**config.mk**
```make
export PLATFORM = sky130hd
export DESIGN_NAME = rotary_encoder_with_button_decoder
export DESIGN_NICKNAME = d
export VERILOG_FILES = /design/src/rebd_pkg.sv /design/src/rebd_update.sv /design/src/rotary_encoder_with_button_decoder.sv
export SDC_FILE = /design/constraint.sdc
export NUM_CORES = 1
export LEC_CHECK = 0
export BUFFER_PORTS_ARGS = -buffer_cell sky130_fd_sc_hd__buf_2
export CORE_MARGIN = 3
export CORE_UTILIZATION = 51
export CTS_CLUSTER_SIZE = 25
export DETAILED_ROUTE_END_ITERATION = 16
export PLACE_DENSITY = 0.69
export REMOVE_ABC_BUFFERS = 1
export SYNTH_ARGS = -nofsm -noshare
export SYNTH_HDL_FRONTEND = slang
export SYNTH_SLANG_ARGS = --single-unit
```
**constraint.sdc**
```tcl
create_clock -name clk -period 5.23 [get_ports clk]
set_input_delay 0.523 -clock clk [delete_from_list [all_inputs] [get_ports clk]]
set_output_delay 0.523 -clock clk [all_outputs]
set_load 0.02 [all_outputs]
```
**src/rebd_pkg.sv**
```systemverilog
// Shared types and constants for the rotary encoder and button decoder.
package rebd_pkg;

  typedef enum logic [1:0] {
    ROT_NONE = 2'd0,
    ROT_CW   = 2'd1,
    ROT_CCW  = 2'd2
  } rot_t;

  typedef enum logic [1:0] {
    BTN_NONE      = 2'd0,
    BTN_SHORT     = 2'd1,
    BTN_LONG      = 2'd2,
    BTN_VERY_LONG = 2'd3
  } btn_t;

  typedef enum logic [1:0] {
    REG_STEP_DIVISOR    = 2'd0,
    REG_SHORT_LIMIT     = 2'd1,
    REG_LONG_LIMIT      = 2'd2,
    REG_VERY_LONG_LIMIT = 2'd3
  } reg_idx_t;

  localparam logic [6:0]  STEP_DIVISOR_RST    = 7'd1;
  localparam logic [15:0] SHORT_LIMIT_RST     = 16'd50;
  localparam logic [15:0] LONG_LIMIT_RST      = 16'd500;
  localparam logic [15:0] VERY_LONG_LIMIT_RST = 16'd2000;
  localparam logic [15:0] HOLD_MAX            = 16'hFFFF;

  typedef struct packed {
    logic [6:0]  step_divisor;
    logic [15:0] short_limit;
    logic [15:0] long_limit;
    logic [15:0] very_long_limit;
  } cfg_t;

  typedef struct packed {
    logic [1:0]  last_position;
    logic [7:0]  step_accumulator;
    logic [15:0] hold_ticks;
  } state_t;

endpackage

```
**src/rebd_update.sv**
```systemverilog
// Per-sample update: position decode, step accumulation and hold classification.
module rebd_update (
  input  rebd_pkg::cfg_t   cfg,
  input  rebd_pkg::state_t state,
  input  logic             pin_a,
  input  logic             pin_b,
  input  logic             pin_button,
  output rebd_pkg::state_t state_next,
  output rebd_pkg::rot_t   rot,
  output rebd_pkg::btn_t   btn
);

  logic [1:0] pos;
  logic [1:0] diff;
  logic [7:0] acc_inc;
  logic [7:0] acc_dec;
  logic [7:0] div_ext;
  logic [15:0] hold;

  assign pos     = {~pin_b, pin_a ^ pin_b};
  assign diff    = pos - state.last_position;
  assign acc_inc = state.step_accumulator + 8'd1;
  assign acc_dec = state.step_accumulator - 8'd1;
  assign div_ext = {1'b0, cfg.step_divisor};
  assign hold    = state.hold_ticks;

  always_comb begin
    state_next = state;
    state_next.last_position = pos;
    rot = rebd_pkg::ROT_NONE;
    btn = rebd_pkg::BTN_NONE;

    if (diff == 2'd3) begin
      if (acc_inc == div_ext) begin
        state_next.step_accumulator = 8'd0;
        rot = rebd_pkg::ROT_CW;
      end else begin
        state_next.step_accumulator = acc_inc;
      end
    end else if (diff == 2'd1) begin
      if (acc_dec == (8'd0 - div_ext)) begin
        state_next.step_accumulator = 8'd0;
        rot = rebd_pkg::ROT_CCW;
      end else begin
        state_next.step_accumulator = acc_dec;
      end
    end

    // later tests win when limits are out of order
    if (hold != 16'd0 && pin_button) begin
      if (cfg.short_limit < hold && hold < cfg.long_limit) begin
        btn = rebd_pkg::BTN_SHORT;
      end
      if (cfg.long_limit < hold && hold < cfg.very_long_limit) begin
        btn = rebd_pkg::BTN_LONG;
      end
      if (cfg.very_long_limit < hold) begin
        btn = rebd_pkg::BTN_VERY_LONG;
      end
      state_next.hold_ticks = 16'd0;
    end else if (!pin_button && hold != rebd_pkg::HOLD_MAX) begin
      state_next.hold_ticks = hold + 16'd1;
    end
  end

endmodule

```
**src/rotary_encoder_with_button_decoder.sv**
```systemverilog
// Top level of the rotary encoder and push button decoder.
//
// Input channel (in_valid / in_stall): one sample of pin_a, pin_b and
// pin_button per item, all active low. An item is taken at an edge where
// in_valid is high and in_stall is low.
// Output channel (out_valid / out_stall): an item carries rotate_event and
// button_event and is sent only when at least one of them is nonzero;
// samples without an event leave no output.
// Config channel (cfg_valid / cfg_ready): cfg_index selects step_divisor,
// short_limit, long_limit or very_long_limit; cfg_ready is always high.
// Write only while no sample is in flight.
// A taken sample waits in the input register; its result goes to the result
// register when the output is free. Throughput: one sample per cycle while
// no result is stalled, set by the combinational state update between them.
// When out_stall holds a result, the input register still takes one sample;
// in_stall then rises until the result is taken.
// Reset clears decoder state and the valid bits of both pipeline registers
// and loads the register defaults (1, 50, 500, 2000).
module rotary_encoder_with_button_decoder (
  input  logic        clk,
  input  logic        rst,
  input  logic        in_valid,
  output logic        in_stall,
  input  logic        pin_a,
  input  logic        pin_b,
  input  logic        pin_button,
  output logic        out_valid,
  input  logic        out_stall,
  output logic [1:0]  rotate_event,
  output logic [1:0]  button_event,
  input  logic        cfg_valid,
  output logic        cfg_ready,
  input  logic [1:0]  cfg_index,
  input  logic [15:0] cfg_data
);

  rebd_pkg::cfg_t   cfg;
  rebd_pkg::state_t state;
  rebd_pkg::state_t state_next;
  rebd_pkg::rot_t   rot;
  rebd_pkg::btn_t   btn;

  logic s1_valid;
  logic s1_a;
  logic s1_b;
  logic s1_button;
  logic out_free;
  logic advance;

  assign cfg_ready = 1'b1;
  assign out_free  = !out_valid || !out_stall;
  assign advance   = s1_valid && out_free;
  assign in_stall  = s1_valid && !out_free;

  always_ff @(posedge clk) begin
    if (rst) begin
      cfg.step_divisor    <= rebd_pkg::STEP_DIVISOR_RST;
      cfg.short_limit     <= rebd_pkg::SHORT_LIMIT_RST;
      cfg.long_limit      <= rebd_pkg::LONG_LIMIT_RST;
      cfg.very_long_limit <= rebd_pkg::VERY_LONG_LIMIT_RST;
    end else if (cfg_valid && cfg_ready) begin
      case (rebd_pkg::reg_idx_t'(cfg_index))
        rebd_pkg::REG_STEP_DIVISOR:    cfg.step_divisor    <= cfg_data[6:0];
        rebd_pkg::REG_SHORT_LIMIT:     cfg.short_limit     <= cfg_data;
        rebd_pkg::REG_LONG_LIMIT:      cfg.long_limit      <= cfg_data;
        rebd_pkg::REG_VERY_LONG_LIMIT: cfg.very_long_limit <= cfg_data;
        default: ;
      endcase
    end
  end

  // input register
  always_ff @(posedge clk) begin
    if (rst) begin
      s1_valid <= 1'b0;
    end else if (in_valid && !in_stall) begin
      s1_valid <= 1'b1;
    end else if (advance) begin
      s1_valid <= 1'b0;
    end
  end

  always_ff @(posedge clk) begin
    if (in_valid && !in_stall) begin
      s1_a      <= pin_a;
      s1_b      <= pin_b;
      s1_button <= pin_button;
    end
  end

  rebd_update u_update (
    .cfg        (cfg),
    .state      (state),
    .pin_a      (s1_a),
    .pin_b      (s1_b),
    .pin_button (s1_button),
    .state_next (state_next),
    .rot        (rot),
    .btn        (btn)
  );

  always_ff @(posedge clk) begin
    if (rst) begin
      state <= '0;
    end else if (advance) begin
      state <= state_next;
    end
  end

  // result register
  always_ff @(posedge clk) begin
    if (rst) begin
      out_valid <= 1'b0;
    end else if (out_free) begin
      out_valid <= advance &&
                   (rot != rebd_pkg::ROT_NONE || btn != rebd_pkg::BTN_NONE);
    end
  end

  always_ff @(posedge clk) begin
    if (advance) begin
      rotate_event <= rot;
      button_event <= btn;
    end
  end

endmodule

```
# After elaboration in Yosys (flattened, before gate mapping)
# Index checks and enable logic that the tools add are counted.
[word_totals] ff_bits=90 input_bits=26 out_inout_bits=7 word_cells=78
[classes] addsub=5 magnitude_cmp=5 eq_ne=8 muxes=16 bitwise=2 reduce_logical=28
[op_table] operator="16-bit < comparator" count=5
[op_table] operator="16-bit 2-to-1 mux" count=2
[op_table] operator="8-bit 2-to-1 mux" count=4
[op_table] operator="16-bit by 1-bit adder with 16-bit output, second input constant" count=1
[op_table] operator="16-bit != test, second input constant" count=1
[op_table] operator="16-bit nonzero test" count=1
[op_table] operator="2-bit 2-to-1 mux" count=6
[op_table] operator="2-bit AND reduction" count=6
[op_table] operator="2-bit nonzero test" count=5
[op_table] operator="8-bit by 1-bit adder with 8-bit output, second input constant" count=1
[op_table] operator="8-bit by 7-bit equality test with 1-bit output" count=1
[op_table] operator="8-bit equality test" count=1
[op_table] operator="1-bit logical AND" count=8
[op_table] operator="1-bit by 7-bit subtractor with 8-bit output, first input constant" count=1
[op_table] operator="8-bit by 1-bit subtractor with 8-bit output, second input constant" count=1
[op_table] operator="2-bit equality test, second input constant" count=3
[op_table] operator="1-bit zero test" count=5
[op_table] operator="2-bit by 1-bit equality test with 1-bit output, second input constant" count=2
[op_table] operator="1-bit 2-to-1 mux" count=4
[op_table] operator="2-bit zero test" count=1
[op_table] operator="1-bit logical OR" count=2
[op_table] operator="2-bit subtractor" count=1
[op_table] operator="1-bit NOT" count=1
[op_table] operator="1-bit XOR" count=1

# Longest topological paths before layout
# Gate-level depths: netlist of the first run.
[logic_depth] word_depth=9 ltp_mapped=10

# By module
# A second synthesis of the first run with hierarchy kept.
[unflattened] hier_cells=690 area_unflattened_um2=6256.0
[by_module_without_submodules] module="rotary_encoder_with_button_decoder" instances=1 cells_each=347 area_per_inst_um2=3728.6 seq_area_each_um2=1871.8
[by_module_without_submodules] module="rebd_update" instances=1 cells_each=343 area_per_inst_um2=2527.4 seq_area_each_um2=0.0

# Worst setup path after synthesis of the first run
# Ideal clock, no wire load.
[synth_path] kind="register to register" from="register state[16] (netlist name)" to="register state[18] (netlist name)" setup_time_ns=0.129 arrival_time_ns=2.553 required_ns=5.101 path_slack_ns=2.548 path_stages_with_launch=10 path_buffers=1 period_less_slack_ns=2.682 path_cell_list="dfxtp_1 inv_1 ha_1 xor2_1 or4_1 or4_4 and2_4 buf_6 a221oi_2 o32ai_1"
[synth_via] elab_chain_len=5
[synth_lines] element="8-bit by 1-bit subtractor with 8-bit output" line="rebd_update.sv:23" source="assign acc_dec = state.step_accumulator - 8'd1;"
[synth_lines] element="8-bit equality test" line="rebd_update.sv:41" source="if (acc_dec == (8'd0 - div_ext)) begin"
[synth_lines] element="8-bit 2-to-1 mux" line="rebd_update.sv:41"
[synth_lines] element="8-bit 2-to-1 mux" line="rebd_update.sv:40" source="end else if (diff == 2'd1) begin"
[synth_lines] element="8-bit 2-to-1 mux *" line="rebd_update.sv:33" source="if (diff == 2'd3) begin"
# Mark *: on every way between the ends. The rest lies on a longest branch, timed or not. The select of a mux whose other input is x is not followed.
# A chain may end at the register's enable or synchronous reset.

# Worst setup path after layout of the first run
[layout_path] from="register state[16] (netlist name)" to="register state[18] (netlist name)"
[layout_via] elab_chain_len=5
[layout_lines] element="8-bit by 1-bit subtractor with 8-bit output" line="rebd_update.sv:23"
[layout_lines] element="8-bit equality test" line="rebd_update.sv:41"
[layout_lines] element="8-bit 2-to-1 mux" line="rebd_update.sv:41"
[layout_lines] element="8-bit 2-to-1 mux" line="rebd_update.sv:40"
[layout_lines] element="8-bit 2-to-1 mux *" line="rebd_update.sv:33"
# Marked as above.

==> results of run 1 <==
==> worst max-delay path: cells and delay by family (launching register included) <==
kind | cells | cell delay, ps
flops | 1 | 480
fa+ha+maj | 1 | 370
buf+inv | 1 | 110
compound gates | 2 | 380
simple gates | 3 | 1210
xor+xnor | 1 | 160
==> flip-flops by register name (all words and copies together), names as in the netlist <==
register,cells
cfg,55
state,26
button_event,2
rotate_event,2
out_valid,1
s1_a,1
s1_b,1
s1_button,1
s1_valid,1
==> metal layers <==
| layer | vias up | GRT usage, % |
|---|---|---|
| li1 | 2281 | - |
| met1 | 2110 | 32.1 |
| met2 | 121 | 37.4 |
| met3 | 25 | 5.19 |
| met4 | 0 | 8.03 |
| met5 | - | 0 |
==> final timing paths <==
kind	start	endpoint	slack, ps	cells past startpoint
setup reg to reg	state[16]	state[18]	2400	8
hold reg to reg	cfg[15]	cfg[15]	460	2
setup / recovery	state[16]	state[18]	2400	8
hold / removal	pin_button	s1_button	310	1
==> cell usage after synthesis, types with 5 or more instances <==
| library cell | count | area (um^2) |
|---|---|---|
| nand2_1 | 110 | 413 |
| dfxtp_1 | 83 | 1660 |
| inv_1 | 57 | 214 |
| a21oi_1 | 54 | 270 |
| nor2_1 | 54 | 203 |
| ha_1 | 53 | 663 |
| xnor2_1 | 36 | 315 |
| clkbuf_1 | 23 | 86.3 |
| nand4_1 | 15 | 93.8 |
| nand3_1 | 14 | 70.1 |
| nand3b_1 | 11 | 82.6 |
| nor3_1 | 10 | 50.1 |
| xor2_1 | 9 | 78.8 |
| nor4_1 | 8 | 50.1 |
| a211o_1 | 7 | 61.3 |
| edfxtp_1 | 7 | 210 |
| nor2b_1 | 6 | 37.5 |
| nor3b_1 | 6 | 45.0 |
| o21ai_0 | 6 | 30.0 |
| a32oi_1 | 5 | 43.8 |
| and3_1 | 5 | 31.3 |
| mux2i_1 | 5 | 50.1 |
==> where the power goes <==
part / switching, uW / internal, uW
Sequential: 30.6 / 723
Clock: 244 / 247
Combinational: 174 / 128
Total: 448 / 1100
==> logic make-up after synthesis <==
| kind of cell | after synthesis | synth area share [%] |
|---|---|---|
| flip-flops | 90 | 35.0 |
| multiplexers | 5 | 0.935 |
| AND/OR/NAND/NOR | 262 | 23.6 |
| other | 1 | 0.0701 |
| XOR/XNOR | 46 | 7.79 |
| adder cells (fa/ha/maj) | 53 | 12.4 |
| buffers and inverters | 89 | 6.80 |
| AO/OA/AOI/OAI | 109 | 13.4 |
==> layout by cell type, fill, tap and decap left out, types with 4 or more instances in the layout <==
cell | netlist | routed
xor2_1 | 9 | 9
nor3b_1 | 6 | 6
a21oi_1 | 54 | 54
nand2b_1 | 4 | 4
o21ai_0 | 6 | 6
o32ai_1 | 4 | 4
nor2_1 | 54 | 54
nor2b_1 | 6 | 6
dfxtp_1 | 83 | 83
nor4_1 | 8 | 8
mux2i_1 | 5 | 5
o21a_1 | 4 | 4
nand3b_1 | 11 | 11
clkbuf_8 | 1 | 11
a211oi_1 | 4 | 4
nand3_1 | 14 | 14
nor3_1 | 10 | 10
ha_1 | 53 | 53
xnor2_1 | 36 | 36
inv_1 | 57 | 57
nand2_1 | 110 | 110
and3_1 | 5 | 5
edfxtp_1 | 7 | 7
or4_1 | 4 | 4
nand4_1 | 15 | 15
buf_2 | 1 | 31
a32oi_1 | 5 | 5
a211o_1 | 7 | 7
==> area by class of cell <==
type / count / area, um^2 / area share (%)
timing repair buffer: 33 / 170 / 2.97
inverter: 57 / 214 / 3.73
clock inverter: 2 / 35.0 / 0.611
multi-input combinational: 476 / 3120 / 54.3
tap: 133 / 166 / 2.90
sequential: 90 / 1870 / 32.6
clock buffer: 14 / 163 / 2.84
==> per-stage QoR <==
step                cell area [um^2]  total power, uW
floorplan                       5200              979
global placement                5540             1060
detailed placement              5540             1070
CTS                             5740             1550
global route                    5740             1630
finish                          5740             1550
==> results.cfg, run 1 <==
[sta]
hold_viol_final = 0
maxSlewViolCount = 0
rsz0062_at_grt = no
fin_skew_ps = 10.4
worst_pin_slew_ps = 1210
finalCriticalPeriod_ps = 2830
tns_ps = 0
setup_ws_ps = 2400
setup_viol = 0
whs_ps = 315
fmax_mhz = 353
relSlewSlack_pct = 18.7
finalCritPeriodShare_pct = 54.1

[clock_network]
cts_setup_buffers = 0
root_buffer = clkbuf_8
path_clk_slew_ps = 90
cts.path.max_buffers = 2
clkSinkCount = 90
cts_tree = built
cts_max_level = 3
cts_resized = 0
cts_buffers = 9
ctsHoldBuffers = 0
clkLatencyLatePin_ps = 380

[floorplanning]
core_area_um2 = 10000
rows = 36
dieHeight_um = 108
ios = 33
initial_core_util_pct = 53.5
die_w_um = 108
die_area_um2 = 11800

[drt]
top_layer = met4
wl_met1_um = 6070
drt-total-wl_um = 12900
drc = 0
dr.pass1.iters = 6
vias = 4537
routed_via_density = 5.64
routedWlPerCell_um = 16.0
ant_nets = 0
drtIter0Drc = 431
wl_met3_um = 822
wl_met2_um = 5730

[global_routing]
antenna_found_initial = 0
track_usage_pct = 23.7
grt_max_degree = 51
grt_overflow = 0
grt_pass1_wl_um = 21700
grt_pass1_vias = 4437

[yosys]
avgSynthCellArea_um2 = 8.17
synth-edff-count = 7
synth_seq_cells = 90
ys_seq_area_share_pct = 35.0
synthArstFlopShare_pct = 0
synth.distinct_cells = 61
postSynthCellCount = 655
synth_area_um2 = 5350
ys.flop_type = dfxtp_1
yosys_warnings = 0

[setup_path]
crit_type = flip-flop to flip-flop
critPathCaptureType = flip-flop
timing.critical_path.cells = inv_1, ha_1, xor2_1, or4_1, or4_4, and2_4, a221oi_2, o32ai_1
cp_slowest_cell = or4_4
critPathMaxFanout = 8
max_stage_delay_ps = 520
worst_ep_required_time_ps = 5490
cp.arrival_ps = 3090
critPathLaunchType = flip-flop

[placed_design]
place_hpwl_um = 9810
dp.cells = 789
portBuffers = 31
pre_cts_ws_ps = 2450
gp_congestion = 0.950

[pwr]
ir_drop_v = 0.000196
p_leak_uw = 0.00236
p_per_area_nw_per_um2 = 270

[layout]
layout-drive-gt1-share_pct = 8.63
diodes = 0
syn2layout_area_growth_pct = 7.18
utilization_pct = 57.4
instances_no_fill = 805
nets = 746
fill_cells = 936

[outcome]
status = finished clean

[min_path]
hold_path.class = input port to flip-flop

[job]
maxCapViolCount = 0
Power figures use the tool's default switching activity.
==> inputs of run 2 (changes only) <==
Clock period 5.23 ns to 2.8 ns, I/O delays scaled along.
==> run 2 against run 1 <==
Against the previous run: flip-flop and latch count did not move; largest power group unchanged; first-iteration DRC count fell by 29%; core utilization rose by 0.39 points; clock power rose by 55%; sequential power rose by 87%; routed wire length rose by 2.2%; largest cell class unchanged; clock skew fell by 0.69 ps; total power rose by 79%.
==> results.cfg, run 2 (synthesis gave the netlist of run 1 again) <==
[setup_path]
cp.arrival_ps = 2910
critPathLaunchType = flip-flop
r2r-end = state[21]
critPathMaxFanout = 8
crit_path_start = state[17]
crit_family = simple AND/OR/NAND/NOR gates
crit_type = flip-flop to flip-flop
cp_slowest_cell = or4_4
reg2reg_slack_ps = 150
max_stage_delay_ps = 510
reg2regPathDepth = 8
timing.critical_path.cells = inv_1, ha_1, xor2_1, or4_1, or4_4, and2_4, a221oi_2, o32ai_1
worst_ep_required_time_ps = 3060
worst_r2r_startpoint = state[17]
crit_buf_inv = 1
critPathCaptureType = flip-flop

[sta]
setup_ws_ps = 154
maxSlewViolCount = 0
fmax_mhz = 378
finalCritPeriodShare_pct = 94.5
hold_viol_final = 0
relSlewSlack_pct = 46.9
fin_skew_ps = 9.71
worst_pin_slew_ps = 796
setup_viol = 0
whs_ps = 72.2
finalCriticalPeriod_ps = 2650

[floorplanning]
die_area_um2 = 11800
rows = 36
ios = 33
core_area_um2 = 10000
dieHeight_um = 108
initial_core_util_pct = 53.5
die_w_um = 108

[placed_design]
portBuffers = 31
place_hpwl_um = 10000
pre_cts_ws_ps = 101
gp_congestion = 0.937
dp.cells = 797

[outcome]
status = finished clean

[clock_network]
cts_setup_buffers = 0
cts_max_level = 3
cts_tree = built
root_buffer = clkbuf_8
clkLatencyLatePin_ps = 380
cts.path.max_buffers = 2
path_clk_slew_ps = 80
clkSinkCount = 90
ctsHoldBuffers = 0
cts_buffers = 9

[drt]
ant_nets = 0
drt-total-wl_um = 13200
vias = 4574
drc = 0
routedWlPerCell_um = 16.2
dr.pass1.iters = 5
drtIter0Drc = 307
routed_via_density = 5.63

[global_routing]
grt_pass1_vias = 4492
grt_pass1_wl_um = 21900
grt_overflow = 0
track_usage_pct = 23.9
antenna_found_initial = 0
grt_max_degree = 48

[pwr]
p_per_area_nw_per_um2 = 478
p_leak_uw = 0.00239
ir_drop_v = 0.000375

[layout]
top_register = cfg
final_common_cell = nand2_1
fill_cells = 944
layout-drive-gt1-share_pct = 9.71
nets = 754
largest_register_ffs = 55
reg_top3 = cfg (55), state (26)
ff_latch_area_um2 = 1870
diodes = 0
instances_no_fill = 813
mostFrequentLayoutCells = nand2_1, dfxtp_1, inv_1
syn2layout_area_growth_pct = 7.90
multi_input_area_um2 = 3120

[min_path]
min_from = pin_b
hold-path-cell-count = 1
hold_path.class = input port to flip-flop
whs_endpoint = s1_b

[job]
maxCapViolCount = 0
==> run 2: through the flow <==
step | total power [uW] | area (um^2) | TNS (ps) | utilization (%)
global placement | 2000 | 5610 | 0 | 56.1
finish | 2760 | 5770 | 0 | 57.7
CTS | 2760 | 5760 | 0 | 57.6
global route | 2910 | 5770 | -21.8 | 57.7
floorplan | 1830 | 5200 | 0 | -
detailed placement | 2010 | 5610 | 0 | 56.1
==> run 2: timing repair <==
| action | 4_1_cts | 5_1_grt |
|---|---|---|
| gates resized for setup | 0 | 2 |
| hold endpoints to repair | 0 | 0 |
| endpoints found under the setup margin | 0 | 6 |
==> run 2: how the worst max path moves through the flow <==
stage	end	slack [ps]	cells past startpoint
2_1_floorplan	state[18]	210	8
3_3_place_gp	state[21]	200	8
3_5_place_dp	state[21]	100	8
4_1_cts	state[21]	90	8
5_1_grt	state[20]	-20	7
6_report	state[21]	150	8
==> run 2: power by group <==
part           total (uW)  internal (uW)  switching [uW]
clock                 760            313             447
sequential           1410           1350            54.9
combinational         597            258             339
total                2760           1920             841
==> run 2: cell type report <==
type / instances / share of cell area, %
clock buffers: 11 / 2.28
clock inverters: 5 / 0.390
inverters: 57 / 3.71
multi-input cells: 476 / 54.1
flip-flops and latches: 90 / 32.4
well taps: 133 / 2.88
repair buffers: 41 / 4.20
==> run 2: worst reg2reg max path, delay by kind of cell (launching register included) <==
kind            cells  cell delay (ps)
compound gates      2              400
xor+xnor            1              150
fa+ha+maj           1              330
buf+inv             1               70
flops               1              380
simple gates        3             1190
==> run 2: routing by layer <==
metal	global-route usage, %	routed length [um]	vias up
li1	-	-	2292
met1	32.4	6250	2100
met2	37.4	5890	159
met3	5.13	773	23
met4	9.20	266	0
met5	0	0	-
==> inputs of run 3 (changes only) <==
Settings changed: BUFFER_PORTS_ARGS -buffer_cell sky130_fd_sc_hd__buf_2 to default, CELL_PAD_IN_SITES_DETAIL_PLACEMENT from default to 0, CELL_PAD_IN_SITES_GLOBAL_PLACEMENT from default to 2, CORE_UTILIZATION 51 to 39, DONT_BUFFER_PORTS from default to 1, PLACE_DENSITY 0.69 to default, PLACE_DENSITY_LB_ADDON from default to 0.1.
Clock period 2.8 ns to 2.75 ns, I/O delays scaled along.
==> run 3 against run 2 <==
Against the previous run: flip-flop and latch count unchanged; register-to-register slack lost 20 ps; routed wire length grew 15%; largest power group unchanged.
==> results.cfg, run 3 (synthesis gave the netlist of run 1 again) <==
[outcome]
status = finished clean

[clock_network]
path_clk_slew_ps = 70
cts_max_level = 3
cts_setup_buffers = 0
clkLatencyLatePin_ps = 350
cts.path.max_buffers = 2
root_buffer = clkbuf_16
clkSinkCount = 90
cts_tree = built
cts_buffers = 9

[layout]
diodes = 0
mostFrequentLayoutCells = nand2_1, dfxtp_1, inv_1
reg_top3 = cfg (55), state (26)
final_common_cell = nand2_1
syn2layout_area_growth_pct = 10.4
nets = 732
utilization_pct = 44.3
largest_register_ffs = 55
fill_cells = 1384
layout-drive-gt1-share_pct = 7.45
top_register = cfg

[drt]
routed_via_density = 5.32
vias = 4439
ant_nets = 0
dr.pass1.iters = 5
drc = 0
routedWlPerCell_um = 18.1
drt-total-wl_um = 15100
drtIter0Drc = 287

[floorplanning]
core_area_um2 = 13300
ios = 33
die_area_um2 = 15200
die_w_um = 123
initial_core_util_pct = 40.1
rows = 42
dieHeight_um = 123

[global_routing]
grt_overflow = 0
antenna_found_initial = 0
grt_max_degree = 46
grt_pass1_wl_um = 24000
track_usage_pct = 21.2
grt_pass1_vias = 4263

[setup_path]
critPathLaunchType = flip-flop
critPathMaxFanout = 9
crit_type = flip-flop to flip-flop
critPathCaptureType = flip-flop
worst_ep_required_time_ps = 2980
cp.arrival_ps = 2850

[pwr]
p_per_area_nw_per_um2 = 559
p_leak_uw = 0.00239
ir_drop_v = 0.000277

[sta]
rsz0062_at_grt = no
worst_pin_slew_ps = 899
setup_viol = 0
finalCritPeriodShare_pct = 95.3
tns_ps = 0
fmax_mhz = 382
relSlewSlack_pct = 40.0
fin_skew_ps = 10.6
hold_viol_final = 0
finalCriticalPeriod_ps = 2620
maxSlewViolCount = 0

[placed_design]
portBuffers = 0
gp_congestion = 0.862
place_hpwl_um = 10900

[job]
maxCapViolCount = 0

[min_path]
hold_path.class = input port to flip-flop
==> run 3: cell count changes in the layout (fill, tap and decap cells not counted), moves of 2 or more <==
cell / delta
clkbuf_1: -2
clkinv_1: -2
clkbuf_16: +10
buf_4: +8
clkbuf_8: -7
buf_2: -31
clkinv_4: +2
clkinv_2: -2
==> run 3: power by group <==
group	total (uW)	switching (uW)	internal (uW)
sequential	1440	61.7	1380
clock	1270	544	723
combinational	599	340	259
==> run 3: cell type report <==
cell class	instances	area (um^2)	area share, %
Sequential cell	90	1870	31.7
Clock inverter	4	31.3	0.529
Tap cell	176	220	3.73
Inverter	57	214	3.62
Timing Repair Buffer	19	158	2.67
Multi-Input combinational cell	476	3140	53.1
Clock buffer	12	278	4.70
==> run 3: layer usage <==
| layer | part of all wire (%) | up-vias | global-route usage, % |
|---|---|---|---|
| li1 | - | 2252 | - |
| met1 | 51 | 2086 | 31.1 |
| met2 | 42 | 91 | 31.2 |
| met3 | 5.4 | 10 | 4.62 |
| met4 | 0.97 | 0 | 5.95 |
| met5 | 0 | - | 0 |
==> run 3: final timing paths <==
kind / cells after the start / from / to / slack (ps)
worst max-delay path: 7 / state[18] / state[21] / 130
worst max register to register: 7 / state[18] / state[21] / 130
worst min register to register: 2 / cfg[12] / cfg[12] / 450
worst min-delay path: 0 / pin_a / s1_a / 20
==> run 3: repair_timing <==
action / in CTS / in global routing
setup endpoints to repair: 0 / 5
resized for setup: 0 / 5
hold buffers: 2 / 0
hold endpoints to repair: 45 / 0
==> run 3: worst max-delay path, cell delays in order (launching register included) <==
cell and delay, ps:
dfxtp_1 520, nand3_1 200, xnor2_1 160, or4_1 510, or4_4 520, and2_4 220
a221oi_2 270, o32ai_1 110
==> run 3: metrics by stage <==
stage / setup slack, ps / total power (uW) / cells / hold slack (ps) / area, um^2
global route: 8.83 / 3470 / 834 / 0.506 / 5910
detailed placement: 66.9 / 2030 / 816 / 353 / 5550
CTS: 33.5 / 3330 / 834 / 2.59 / 5890
floorplan: 156 / 1860 / 623 / 344 / 5200
global placement: 10.3 / 2020 / 816 / 352 / 5550
finish: 129 / 3300 / 834 / 23.7 / 5910
